[config.mk]
export PLATFORM = sky130hd
export DESIGN_NAME = nearest_mask_threshold_table
export DESIGN_NICKNAME = d
export VERILOG_FILES = /design/src/rtl/core/nmtt_pkg.sv /design/src/rtl/core/nmtt_ram.sv /design/src/rtl/core/nmtt_scan.sv /design/src/rtl/core/nearest_mask_threshold_table.sv
export SDC_FILE = /design/constraint.sdc
export NUM_CORES = 2
export LEC_CHECK = 0
export BUFFER_PORTS_ARGS = -buffer_cell sky130_fd_sc_hd__buf_2
export CORE_ASPECT_RATIO = 0.6
export CORE_UTILIZATION = 45
export DETAILED_ROUTE_END_ITERATION = 6
export GPL_TIMING_DRIVEN = 0
export SLEW_MARGIN = 20
export SYNTH_ARGS = -nofsm -noshare
export SYNTH_HDL_FRONTEND = slang
export SYNTH_HIERARCHICAL = 1
export SYNTH_SLANG_ARGS = --single-unit
[constraint.sdc]
create_clock -name clk -period 13.4 [get_ports clk]
set_input_delay 1.34 -clock clk [delete_from_list [all_inputs] [get_ports clk]]
set_output_delay 1.34 -clock clk [all_outputs]
set_load 0.01 [all_outputs]
[src/rtl/core/nmtt_pkg.sv]
// Shared types, constants and helpers for the nearest mask threshold table.
`default_nettype none

package nmtt_pkg;

	localparam int MAX_SETS_DEF = 32;
	localparam int GATE_COUNT_DEF = 32;
	localparam logic [15:0] LIMIT_RESET = 16'hFFFF;

	typedef enum logic [2:0] {
		MODE_LOOKUP     = 3'd0,
		MODE_SAVE_CLEAN = 3'd1,
		MODE_SAVE_DIRTY = 3'd2,
		MODE_REMOVE     = 3'd3,
		MODE_CLEAR      = 3'd4
	} mode_t;

	typedef enum logic {
		CFG_CLEAN_DEFAULT = 1'b0,
		CFG_DIRTY_DEFAULT = 1'b1
	} cfg_index_t;

	typedef struct packed {
		logic [2:0]  mode;
		logic [31:0] gate_mask;
		logic [15:0] limit_value;
	} in_item_t;

	typedef struct packed {
		logic        ok;
		logic [31:0] current_mask;
		logic [15:0] clean_limit;
		logic [15:0] dirty_limit;
		logic [5:0]  entry_count;
	} out_item_t;

	// One table entry as it is kept in memory.
	typedef struct packed {
		logic [31:0] mask;
		logic [15:0] clean;
		logic [15:0] dirty;
	} entry_t;

	typedef struct packed {
		logic clr;
		logic rd_en;
	} scan_ctl_t;

	typedef struct packed {
		logic pend;
		logic found;
		logic free;
		logic kill;
	} scan_stat_t;

	function automatic logic [5:0] pc32(input logic [31:0] v);
		logic [5:0] n;
		n = '0;
		for (int i = 0; i < 8; i++) begin
			n = n + 6'({2'b00, v[4*i]} + {2'b00, v[4*i+1]} + {2'b00, v[4*i+2]}
				+ {2'b00, v[4*i+3]});
		end
		return n;
	endfunction

endpackage

`default_nettype wire

[src/rtl/core/nmtt_ram.sv]
// Generic single-port-write, single-port-read RAM with registered read data.
`default_nettype none

module nmtt_ram #(
	parameter int WIDTH = 64,
	parameter int DEPTH = 32,
	localparam int AW = (DEPTH > 1) ? $clog2(DEPTH) : 1
) (
	input  wire logic             clk,
	input  wire logic             we,
	input  wire logic [AW-1:0]    waddr,
	input  wire logic [WIDTH-1:0] wdata,
	input  wire logic             re,
	input  wire logic [AW-1:0]    raddr,
	output logic      [WIDTH-1:0] rdata
);

	logic [WIDTH-1:0] mem_q [DEPTH];

	always_ff @(posedge clk) begin
		if (we) begin
			mem_q[waddr] <= wdata;
		end
		if (re) begin
			rdata <= mem_q[raddr];
		end
	end

endmodule

`default_nettype wire

[src/rtl/core/nmtt_scan.sv]
// Two-stage entry evaluator that walks the table and keeps the best candidate.
`default_nettype none

module nmtt_scan
	import nmtt_pkg::*;
#(
	parameter int MAX_SETS = MAX_SETS_DEF,
	localparam int SW = (MAX_SETS > 1) ? $clog2(MAX_SETS) : 1
) (
	input  wire logic                clk,
	input  wire logic                arst_n,
	input  wire scan_ctl_t           ctl,
	input  wire logic [SW-1:0]       rd_idx,
	input  wire mode_t               mode,
	input  wire logic [31:0]         key,
	input  wire logic [5:0]          want,
	input  wire logic [MAX_SETS-1:0] slot_valid,
	input  wire entry_t              rdata,
	output scan_stat_t               stat,
	output logic [SW-1:0]            best_idx,
	output entry_t                   best_ent,
	output logic [SW-1:0]            free_idx,
	output logic [SW-1:0]            kill_idx
);

	logic          en_s1;
	logic [SW-1:0] idx_s1;

	logic          en_s2;
	logic          vld_s2;
	logic [SW-1:0] idx_s2;
	entry_t        ent_s2;
	logic [5:0]    have_s2;
	logic [5:0]    com_s2;
	logic          eq_s2;
	logic          hit_s2;

	logic          found_q;
	logic          free_q;
	logic [5:0]    best_dist_q;
	logic [5:0]    best_com_q;

	logic [5:0]    spread;
	logic          take_near;
	logic          take;

	// First stage: the read data for idx_s1 is on rdata now.
	always_ff @(posedge clk or negedge arst_n) begin
		if (!arst_n) begin
			en_s1 <= 1'b0;
			en_s2 <= 1'b0;
		end else begin
			en_s1 <= ctl.rd_en;
			en_s2 <= en_s1;
		end
	end

	always_ff @(posedge clk) begin
		idx_s1  <= rd_idx;
		vld_s2  <= slot_valid[idx_s1];
		idx_s2  <= idx_s1;
		ent_s2  <= rdata;
		have_s2 <= pc32(rdata.mask);
		com_s2  <= pc32(rdata.mask & key);
		eq_s2   <= (rdata.mask == key);
		hit_s2  <= ((rdata.mask & key) != 32'd0);
	end

	// Second stage: decide by mode whether the entry replaces the best one so far.
	always_comb begin
		spread = (have_s2 > want) ? (have_s2 - want) : (want - have_s2);
		if (!found_q || spread < best_dist_q) begin
			take_near = 1'b1;
		end else if (spread > best_dist_q) begin
			take_near = 1'b0;
		end else if (com_s2 != best_com_q) begin
			take_near = com_s2 > best_com_q;
		end else begin
			take_near = ent_s2.mask < best_ent.mask;
		end

		take = 1'b0;
		unique case (mode) inside
			MODE_LOOKUP: take = take_near;
			MODE_SAVE_CLEAN, MODE_SAVE_DIRTY: take = eq_s2 && !found_q;
			MODE_REMOVE: take = !hit_s2 && (!found_q || ent_s2.mask > best_ent.mask);
			default: take = 1'b0;
		endcase
		take = take && en_s2 && vld_s2;
	end

	always_ff @(posedge clk or negedge arst_n) begin
		if (!arst_n) begin
			found_q <= 1'b0;
			free_q  <= 1'b0;
		end else if (ctl.clr) begin
			found_q <= 1'b0;
			free_q  <= 1'b0;
		end else begin
			if (take) begin
				found_q <= 1'b1;
			end
			if (en_s2 && !vld_s2) begin
				free_q <= 1'b1;
			end
		end
	end

	always_ff @(posedge clk) begin
		if (take) begin
			best_idx    <= idx_s2;
			best_ent    <= ent_s2;
			best_dist_q <= spread;
			best_com_q  <= com_s2;
		end
		if (en_s2 && !vld_s2 && !free_q) begin
			free_idx <= idx_s2;
		end
	end

	always_comb begin
		stat.pend  = en_s1 || en_s2;
		stat.found = found_q;
		stat.free  = free_q;
		stat.kill  = en_s2 && vld_s2 && hit_s2 && (mode == MODE_REMOVE);
		kill_idx   = idx_s2;
	end

endmodule

`default_nettype wire

[src/rtl/core/nearest_mask_threshold_table.sv]
// Top level of the nearest mask threshold table: sequencer, valid bits and defaults.
`default_nettype none

// A command is taken when start is high and busy is low. Lookups, saves with a
// nonzero mask and removes on a nonempty table walk every slot of the table
// memory once, one read per cycle, through a two-stage evaluator, then pass
// through drain, commit, fetch and emit, which sets done. Clear, saves with a
// zero mask, trivial removes and unused mode codes skip the walk to commit.
// done is high for exactly one cycle with the result beat on result; there is
// no back-pressure, so the receiver must take it then. Configuration writes
// load the running clean and dirty defaults directly.
module nearest_mask_threshold_table
	import nmtt_pkg::*;
#(
	parameter int MAX_SETS   = MAX_SETS_DEF,
	parameter int GATE_COUNT = GATE_COUNT_DEF
) (
	input  wire logic        clk,
	input  wire logic        arst_n,
	input  wire logic        start,
	output logic             busy,
	input  wire in_item_t    item,
	output logic             done,
	output out_item_t        result,
	input  wire logic        cfg_we,
	input  wire logic        cfg_index,
	input  wire logic [15:0] cfg_wdata
);

	localparam int SW = (MAX_SETS > 1) ? $clog2(MAX_SETS) : 1;
	localparam int CW = $clog2(MAX_SETS + 1);
	localparam logic [SW-1:0] LAST_SLOT = SW'(MAX_SETS - 1);
	localparam logic [31:0] GATE_BITS = 32'((64'd1 << GATE_COUNT) - 64'd1);

	typedef enum logic [2:0] {
		ST_IDLE,
		ST_SCAN,
		ST_DRAIN,
		ST_COMMIT,
		ST_FETCH,
		ST_EMIT
	} state_t;

	state_t              state_q;
	logic [SW-1:0]       addr_q;
	logic [MAX_SETS-1:0] slot_valid_q;
	logic [CW-1:0]       cnt_q;
	logic [SW-1:0]       cur_q;
	logic                present_q;
	logic                ok_q;
	logic                scanned_q;
	logic [15:0]         clean_def_q;
	logic [15:0]         dirty_def_q;

	mode_t               mode_q;
	logic [31:0]         key_q;
	logic [15:0]         val_q;
	logic [5:0]          want_q;

	logic                accept;
	logic [31:0]         key_in;
	logic                need_scan;
	logic                is_save;
	logic                is_dirty;
	logic [15:0]         nd_clean;
	logic [15:0]         nd_dirty;
	entry_t              new_ent;
	entry_t              upd_ent;
	logic                have;

	scan_ctl_t           scan_ctl;
	scan_stat_t          stat;
	logic [SW-1:0]       best_idx;
	entry_t              best_ent;
	logic [SW-1:0]       free_idx;
	logic [SW-1:0]       kill_idx;

	logic                ram_we;
	logic [SW-1:0]       ram_waddr;
	entry_t              ram_wdata;
	logic                ram_re;
	logic [SW-1:0]       ram_raddr;
	entry_t              ram_rdata;

	assign busy   = (state_q != ST_IDLE);
	assign accept = start && (state_q == ST_IDLE);
	assign key_in = item.gate_mask & GATE_BITS;

	always_comb begin
		unique case (item.mode) inside
			MODE_LOOKUP: need_scan = 1'b1;
			MODE_SAVE_CLEAN, MODE_SAVE_DIRTY: need_scan = (key_in != 32'd0);
			MODE_REMOVE: need_scan = (key_in != 32'd0) && (cnt_q != '0);
			default: need_scan = 1'b0;
		endcase
	end

	always_comb begin
		is_save  = (mode_q == MODE_SAVE_CLEAN) || (mode_q == MODE_SAVE_DIRTY);
		is_dirty = (mode_q == MODE_SAVE_DIRTY);
		nd_clean = (!is_dirty && val_q < clean_def_q) ? val_q : clean_def_q;
		nd_dirty = (is_dirty && val_q < dirty_def_q) ? val_q : dirty_def_q;

		// A new set takes the current default for the kind it does not save.
		new_ent.mask  = key_q;
		new_ent.clean = is_dirty ? nd_clean : val_q;
		new_ent.dirty = is_dirty ? val_q : nd_dirty;

		upd_ent = best_ent;
		if (is_dirty) begin
			upd_ent.dirty = val_q;
		end else begin
			upd_ent.clean = val_q;
		end

		ram_we    = (state_q == ST_COMMIT) && is_save && (key_q != 32'd0)
			&& (stat.found || stat.free);
		ram_waddr = stat.found ? best_idx : free_idx;
		ram_wdata = stat.found ? upd_ent : new_ent;
		ram_re    = (state_q == ST_SCAN) || (state_q == ST_FETCH);
		ram_raddr = (state_q == ST_SCAN) ? addr_q : cur_q;

		scan_ctl.clr   = accept;
		scan_ctl.rd_en = (state_q == ST_SCAN);

		have = present_q && slot_valid_q[cur_q];
	end

	always_ff @(posedge clk or negedge arst_n) begin
		if (!arst_n) begin
			state_q      <= ST_IDLE;
			addr_q       <= '0;
			slot_valid_q <= '0;
			cnt_q        <= '0;
			cur_q        <= '0;
			present_q    <= 1'b0;
			ok_q         <= 1'b0;
			scanned_q    <= 1'b0;
			clean_def_q  <= LIMIT_RESET;
			dirty_def_q  <= LIMIT_RESET;
			done         <= 1'b0;
		end else begin
			done <= 1'b0;
			if (cfg_we) begin
				unique case (cfg_index)
					CFG_CLEAN_DEFAULT: clean_def_q <= cfg_wdata;
					CFG_DIRTY_DEFAULT: dirty_def_q <= cfg_wdata;
					default: ;
				endcase
			end
			if (stat.kill) begin
				slot_valid_q[kill_idx] <= 1'b0;
				cnt_q                  <= cnt_q - CW'(1);
			end
			unique case (state_q)
				ST_IDLE: begin
					addr_q <= '0;
					if (accept) begin
						scanned_q <= need_scan;
						state_q   <= need_scan ? ST_SCAN : ST_COMMIT;
					end
				end
				ST_SCAN: begin
					addr_q <= addr_q + SW'(1);
					if (addr_q == LAST_SLOT) begin
						state_q <= ST_DRAIN;
					end
				end
				ST_DRAIN: begin
					if (!stat.pend) begin
						state_q <= ST_COMMIT;
					end
				end
				ST_COMMIT: begin
					state_q <= ST_FETCH;
					unique case (mode_q) inside
						MODE_LOOKUP: begin
							ok_q <= stat.found;
							if (stat.found) begin
								cur_q     <= best_idx;
								present_q <= 1'b1;
							end
						end
						MODE_SAVE_CLEAN, MODE_SAVE_DIRTY: begin
							if (key_q == 32'd0) begin
								if (is_dirty) begin
									dirty_def_q <= val_q;
								end else begin
									clean_def_q <= val_q;
								end
								ok_q <= 1'b1;
							end else begin
								clean_def_q <= nd_clean;
								dirty_def_q <= nd_dirty;
								ok_q        <= stat.found || stat.free;
								if (stat.found) begin
									cur_q     <= best_idx;
									present_q <= 1'b1;
								end else if (stat.free) begin
									cur_q                  <= free_idx;
									present_q              <= 1'b1;
									slot_valid_q[free_idx] <= 1'b1;
									cnt_q                  <= cnt_q + CW'(1);
								end
							end
						end
						MODE_REMOVE: begin
							if (scanned_q) begin
								present_q <= stat.found;
								cur_q     <= stat.found ? best_idx : '0;
								ok_q      <= stat.found;
							end else begin
								ok_q <= present_q;
							end
						end
						MODE_CLEAR: begin
							slot_valid_q <= '0;
							cnt_q        <= '0;
							cur_q        <= '0;
							present_q    <= 1'b0;
							ok_q         <= 1'b1;
						end
						default: ok_q <= present_q;
					endcase
				end
				ST_FETCH: state_q <= ST_EMIT;
				ST_EMIT: begin
					done    <= 1'b1;
					state_q <= ST_IDLE;
				end
				default: state_q <= ST_IDLE;
			endcase
		end
	end

	always_ff @(posedge clk) begin
		if (accept) begin
			mode_q <= mode_t'(item.mode);
			key_q  <= key_in;
			val_q  <= item.limit_value;
			want_q <= pc32(key_in);
		end
		if (state_q == ST_EMIT) begin
			result.ok           <= ok_q;
			result.current_mask <= have ? ram_rdata.mask : 32'd0;
			result.clean_limit  <= have ? ram_rdata.clean : clean_def_q;
			result.dirty_limit  <= have ? ram_rdata.dirty : dirty_def_q;
			result.entry_count  <= 6'(cnt_q);
		end
	end

	nmtt_ram #(
		.WIDTH($bits(entry_t)),
		.DEPTH(MAX_SETS)
	) u_ram (
		.clk  (clk),
		.we   (ram_we),
		.waddr(ram_waddr),
		.wdata(ram_wdata),
		.re   (ram_re),
		.raddr(ram_raddr),
		.rdata(ram_rdata)
	);

	nmtt_scan #(
		.MAX_SETS(MAX_SETS)
	) u_scan (
		.clk       (clk),
		.arst_n    (arst_n),
		.ctl       (scan_ctl),
		.rd_idx    (addr_q),
		.mode      (mode_q),
		.key       (key_q),
		.want      (want_q),
		.slot_valid(slot_valid_q),
		.rdata     (ram_rdata),
		.stat      (stat),
		.best_idx  (best_idx),
		.best_ent  (best_ent),
		.free_idx  (free_idx),
		.kill_idx  (kill_idx)
	);

endmodule

`default_nettype wire
==> run metrics <==
GRT overflow 0; CP Max Fanout 4; Power Dens Cells between 200 and 300 mW/mm2; drt pass-1 iters 7; htree depth 4; cts bufs inserted around 230; Pwr Total roughly 29 mW; failing checks design-rule violations; CP most frequent cell fa_1; Initial Util 45.4%; Synthesized Nets 5300; Leak Pwr approximately 39 nW; Syn Inst Count 4987; Post-Layout Cell Count 8731; minimum clock period about 6.4 ns; Worst Setup End Kind flop; CP Launch Type flop; insertion delay of the later-clocked pin in the worst-skew pair a little under 0.9 ns; Max Slew Vio Count 0; crit path max-delay cell type edfxtp_1; leading area contributor after synthesis edfxtp_1; initial antenna violation count 13; Arr. time, crit path between 7 and 8 ns; Yosys reg bits roughly 2500; core region area 0.223 mm2; detailed-route DRC error count 2; Max Cap Viol 0; Crit Reg-Reg Startpoint u_ram/rdata[32]; post_cts resized 0; vias in the first global route a little over 50000; final hold violations 0; I/O pin total around 150; Synth Flop Type edfxtp_1; met1 usage around 42%; DP HPWL between 200000 and 250000 um; Antenna Violating Nets Remaining 0; crit path kind flop to flop; Slowest Stage Delay on Critical Path 0.60 ns; Critical Path RT around 14 ns; Final Setup Violations 0; Buf/Inv on CP 6; first-pass GRT wire length 416000 um; FF-to-FF End u_scan/have_s2[5]; setup bufs post-CTS 0; status finished, violations left; r2r setup slk 6.97 ns; Syn Std Cell Area 0.101 mm2; part of the Yosys area used for sequential elements 73.2%; Hold EP u_scan/kill_idx[1]; DIE AREA roughly 0.23 mm2; RSZ-0062 raised after global routing no; largest net degree at the start of global routing 60; CTS tree built; Top Usage Layer GRT met1; synthesis-to-finish area growth 16.6%; Hold Path Depth 0; Tcrit/Tclk final 48.0%; Async S/R FF share, synth approximately 3.6%; Clock Tree Buf Depth 4; DRT iter0 DRCs approximately 7800; relative max-transition margin 17.4%; number of library cell types mapped by synthesis between 70 and 80; FMAX approximately 160 MHz; DRT Wirelength 302000 um; die span in x 614 um; wire per inst around 35 um; worst hold slack ~0.36 ns; M3 GR Usage 8.12%; share of Yosys cell area claimed by the top area cell type between 60% and 70%; Die Y-Extent between 300 and 400 um; clock transition at the registers of the reported paths 0.07 ns; routed vias/inst 6.17; Placed Area ~0.11 mm2; # clock sinks around 2500; GRT Util Overall between 20% and 30%; Commonest cells post-synth edfxtp_1, mux4_2, inv_1, ha_1, mux2_2; critical-path cell list inv_1, fa_1, fa_1, fa_1, inv_1, ha_1, inv_1, fa_1, inv_1, ha_1, ha_1, inv_1, fa_1, inv_1, fa_1, fa_1, ha_1, a21o_1, a21oi_1, o21bai_1, a21oi_1, xnor2_1; GPL Wtd Cong 0.893; CTS Hold Bufs 0; number of flops mapped to enable cells by yosys 2326; final core utilization approximately 53%; worst setup margin around 7 ns; Site Rows roughly 130; worst slack at placement between 6 and 7 ns; share of cells above drive strength 1 28.7%; setup TNS 0 ns; Hold Path Class flop to flop; top cells by area, synth edfxtp_1, mux4_2, ha_1; Ys Warns 6; Inst Count DP 8314; Nets around 5900; average size of a mapped cell 20.3 um2; Hold Crit Start u_scan/idx_s1[1]; Finished Cell Area around 0.12 mm2; overall via count from detail_route approximately 54000; met2 usage a little under two fifths; delay-heaviest family, CP adder cells; Root Buffer clkbuf_16; worst vdd ir around 1.2 mV; cells on worst reg2reg path 22; PortBufs between 100 and 150; Worst Tran Pin Value between 1 and 1.5 ns; top-count cell post-synth edfxtp_1; Final Skew around 0.056 ns
==> registers in the layout, summed over array words and instances, names as in the netlist, 3 cells and up, named ones only <==
signal and count:
addr_q 5, cnt_q 6, cur_q 5, key_q 32, mode_q 3, result 71
slot_valid_q 32, state_q 3, u_ram/mem_q 2048, u_ram/rdata 64, u_scan/best_com_q 6, u_scan/best_dist_q 6
u_scan/best_ent 64, u_scan/best_idx 5, u_scan/com_s2 6, u_scan/ent_s2 64, u_scan/free_idx 5, u_scan/have_s2 6
u_scan/idx_s1 5, u_scan/kill_idx 5, val_q 16, want_q 6
==> cell families after synthesis <==
group / count (synthesis) / share of synthesized area (%)
xor gates and xnor gates: 21 / 0.182
muxes: 829 / 16.0
and+or+nand+nor: 499 / 2.50
buffers and inverters: 488 / 2.01
AOI/OAI and AO/OA: 403 / 2.63
adders and majority gates: 241 / 3.53
DFF: 2506 / 73.2
==> layer usage <==
layer  share of wire (%)  wire, um  vias up
met5               0.015        46        -
met4                 2.3      7030        8
met3                  12     37500      373
met2                  42    127000     3272
met1                  43    131000    28781
li1                    -         -    21460
==> worst max-delay path by stage <==
stage,start,to,slack [ns],cells past startpoint
floorplan,want_q[0],u_scan/best_com_q[0],7.71,16
global placement,state_q[2],u_ram/mem_q[26][26],-0.97,9
detailed placement,u_ram/rdata[32],u_scan/have_s2[5],6.99,22
CTS,u_ram/rdata[32],u_scan/have_s2[5],6.96,22
global route,u_ram/rdata[32],u_scan/have_s2[5],6.62,22
finish,u_ram/rdata[32],u_scan/have_s2[5],6.97,22
==> power by group <==
group | internal (mW) | total [mW] | switching, mW
Combinational | 5.48 | 12.9 | 7.38
Clock | 3.59 | 6.46 | 2.87
Sequential | 9.69 | 10.2 | 0.486
Total | 18.8 | 29.5 | 10.7
==> layout by cell type (no fill, tap or decap), types with 92 or more instances in the layout <==
cell type,Yosys,layout
mux4_2,613,613
ha_1,168,168
nand2_1,107,107
clkbuf_1,103,149
mux2_2,131,131
edfxtp_1,2326,2326
nor2_1,128,92
inv_1,248,248
clkbuf_16,0,236
buf_2,77,236
a21oi_1,109,93
buf_12,0,96
==> cell type report <==
cell class	instances	area (um2)
plain buffers	240	1150
diodes	7	17.5
repair buffers	335	5140
flip-flops and latches	2506	73900
well taps	2992	3740
clock inverters	98	911
clock buffers	312	6280
multi-input cells	1993	25600
fillers	17316	105000
inverters	248	931
(Power assumes the default switching activity.)
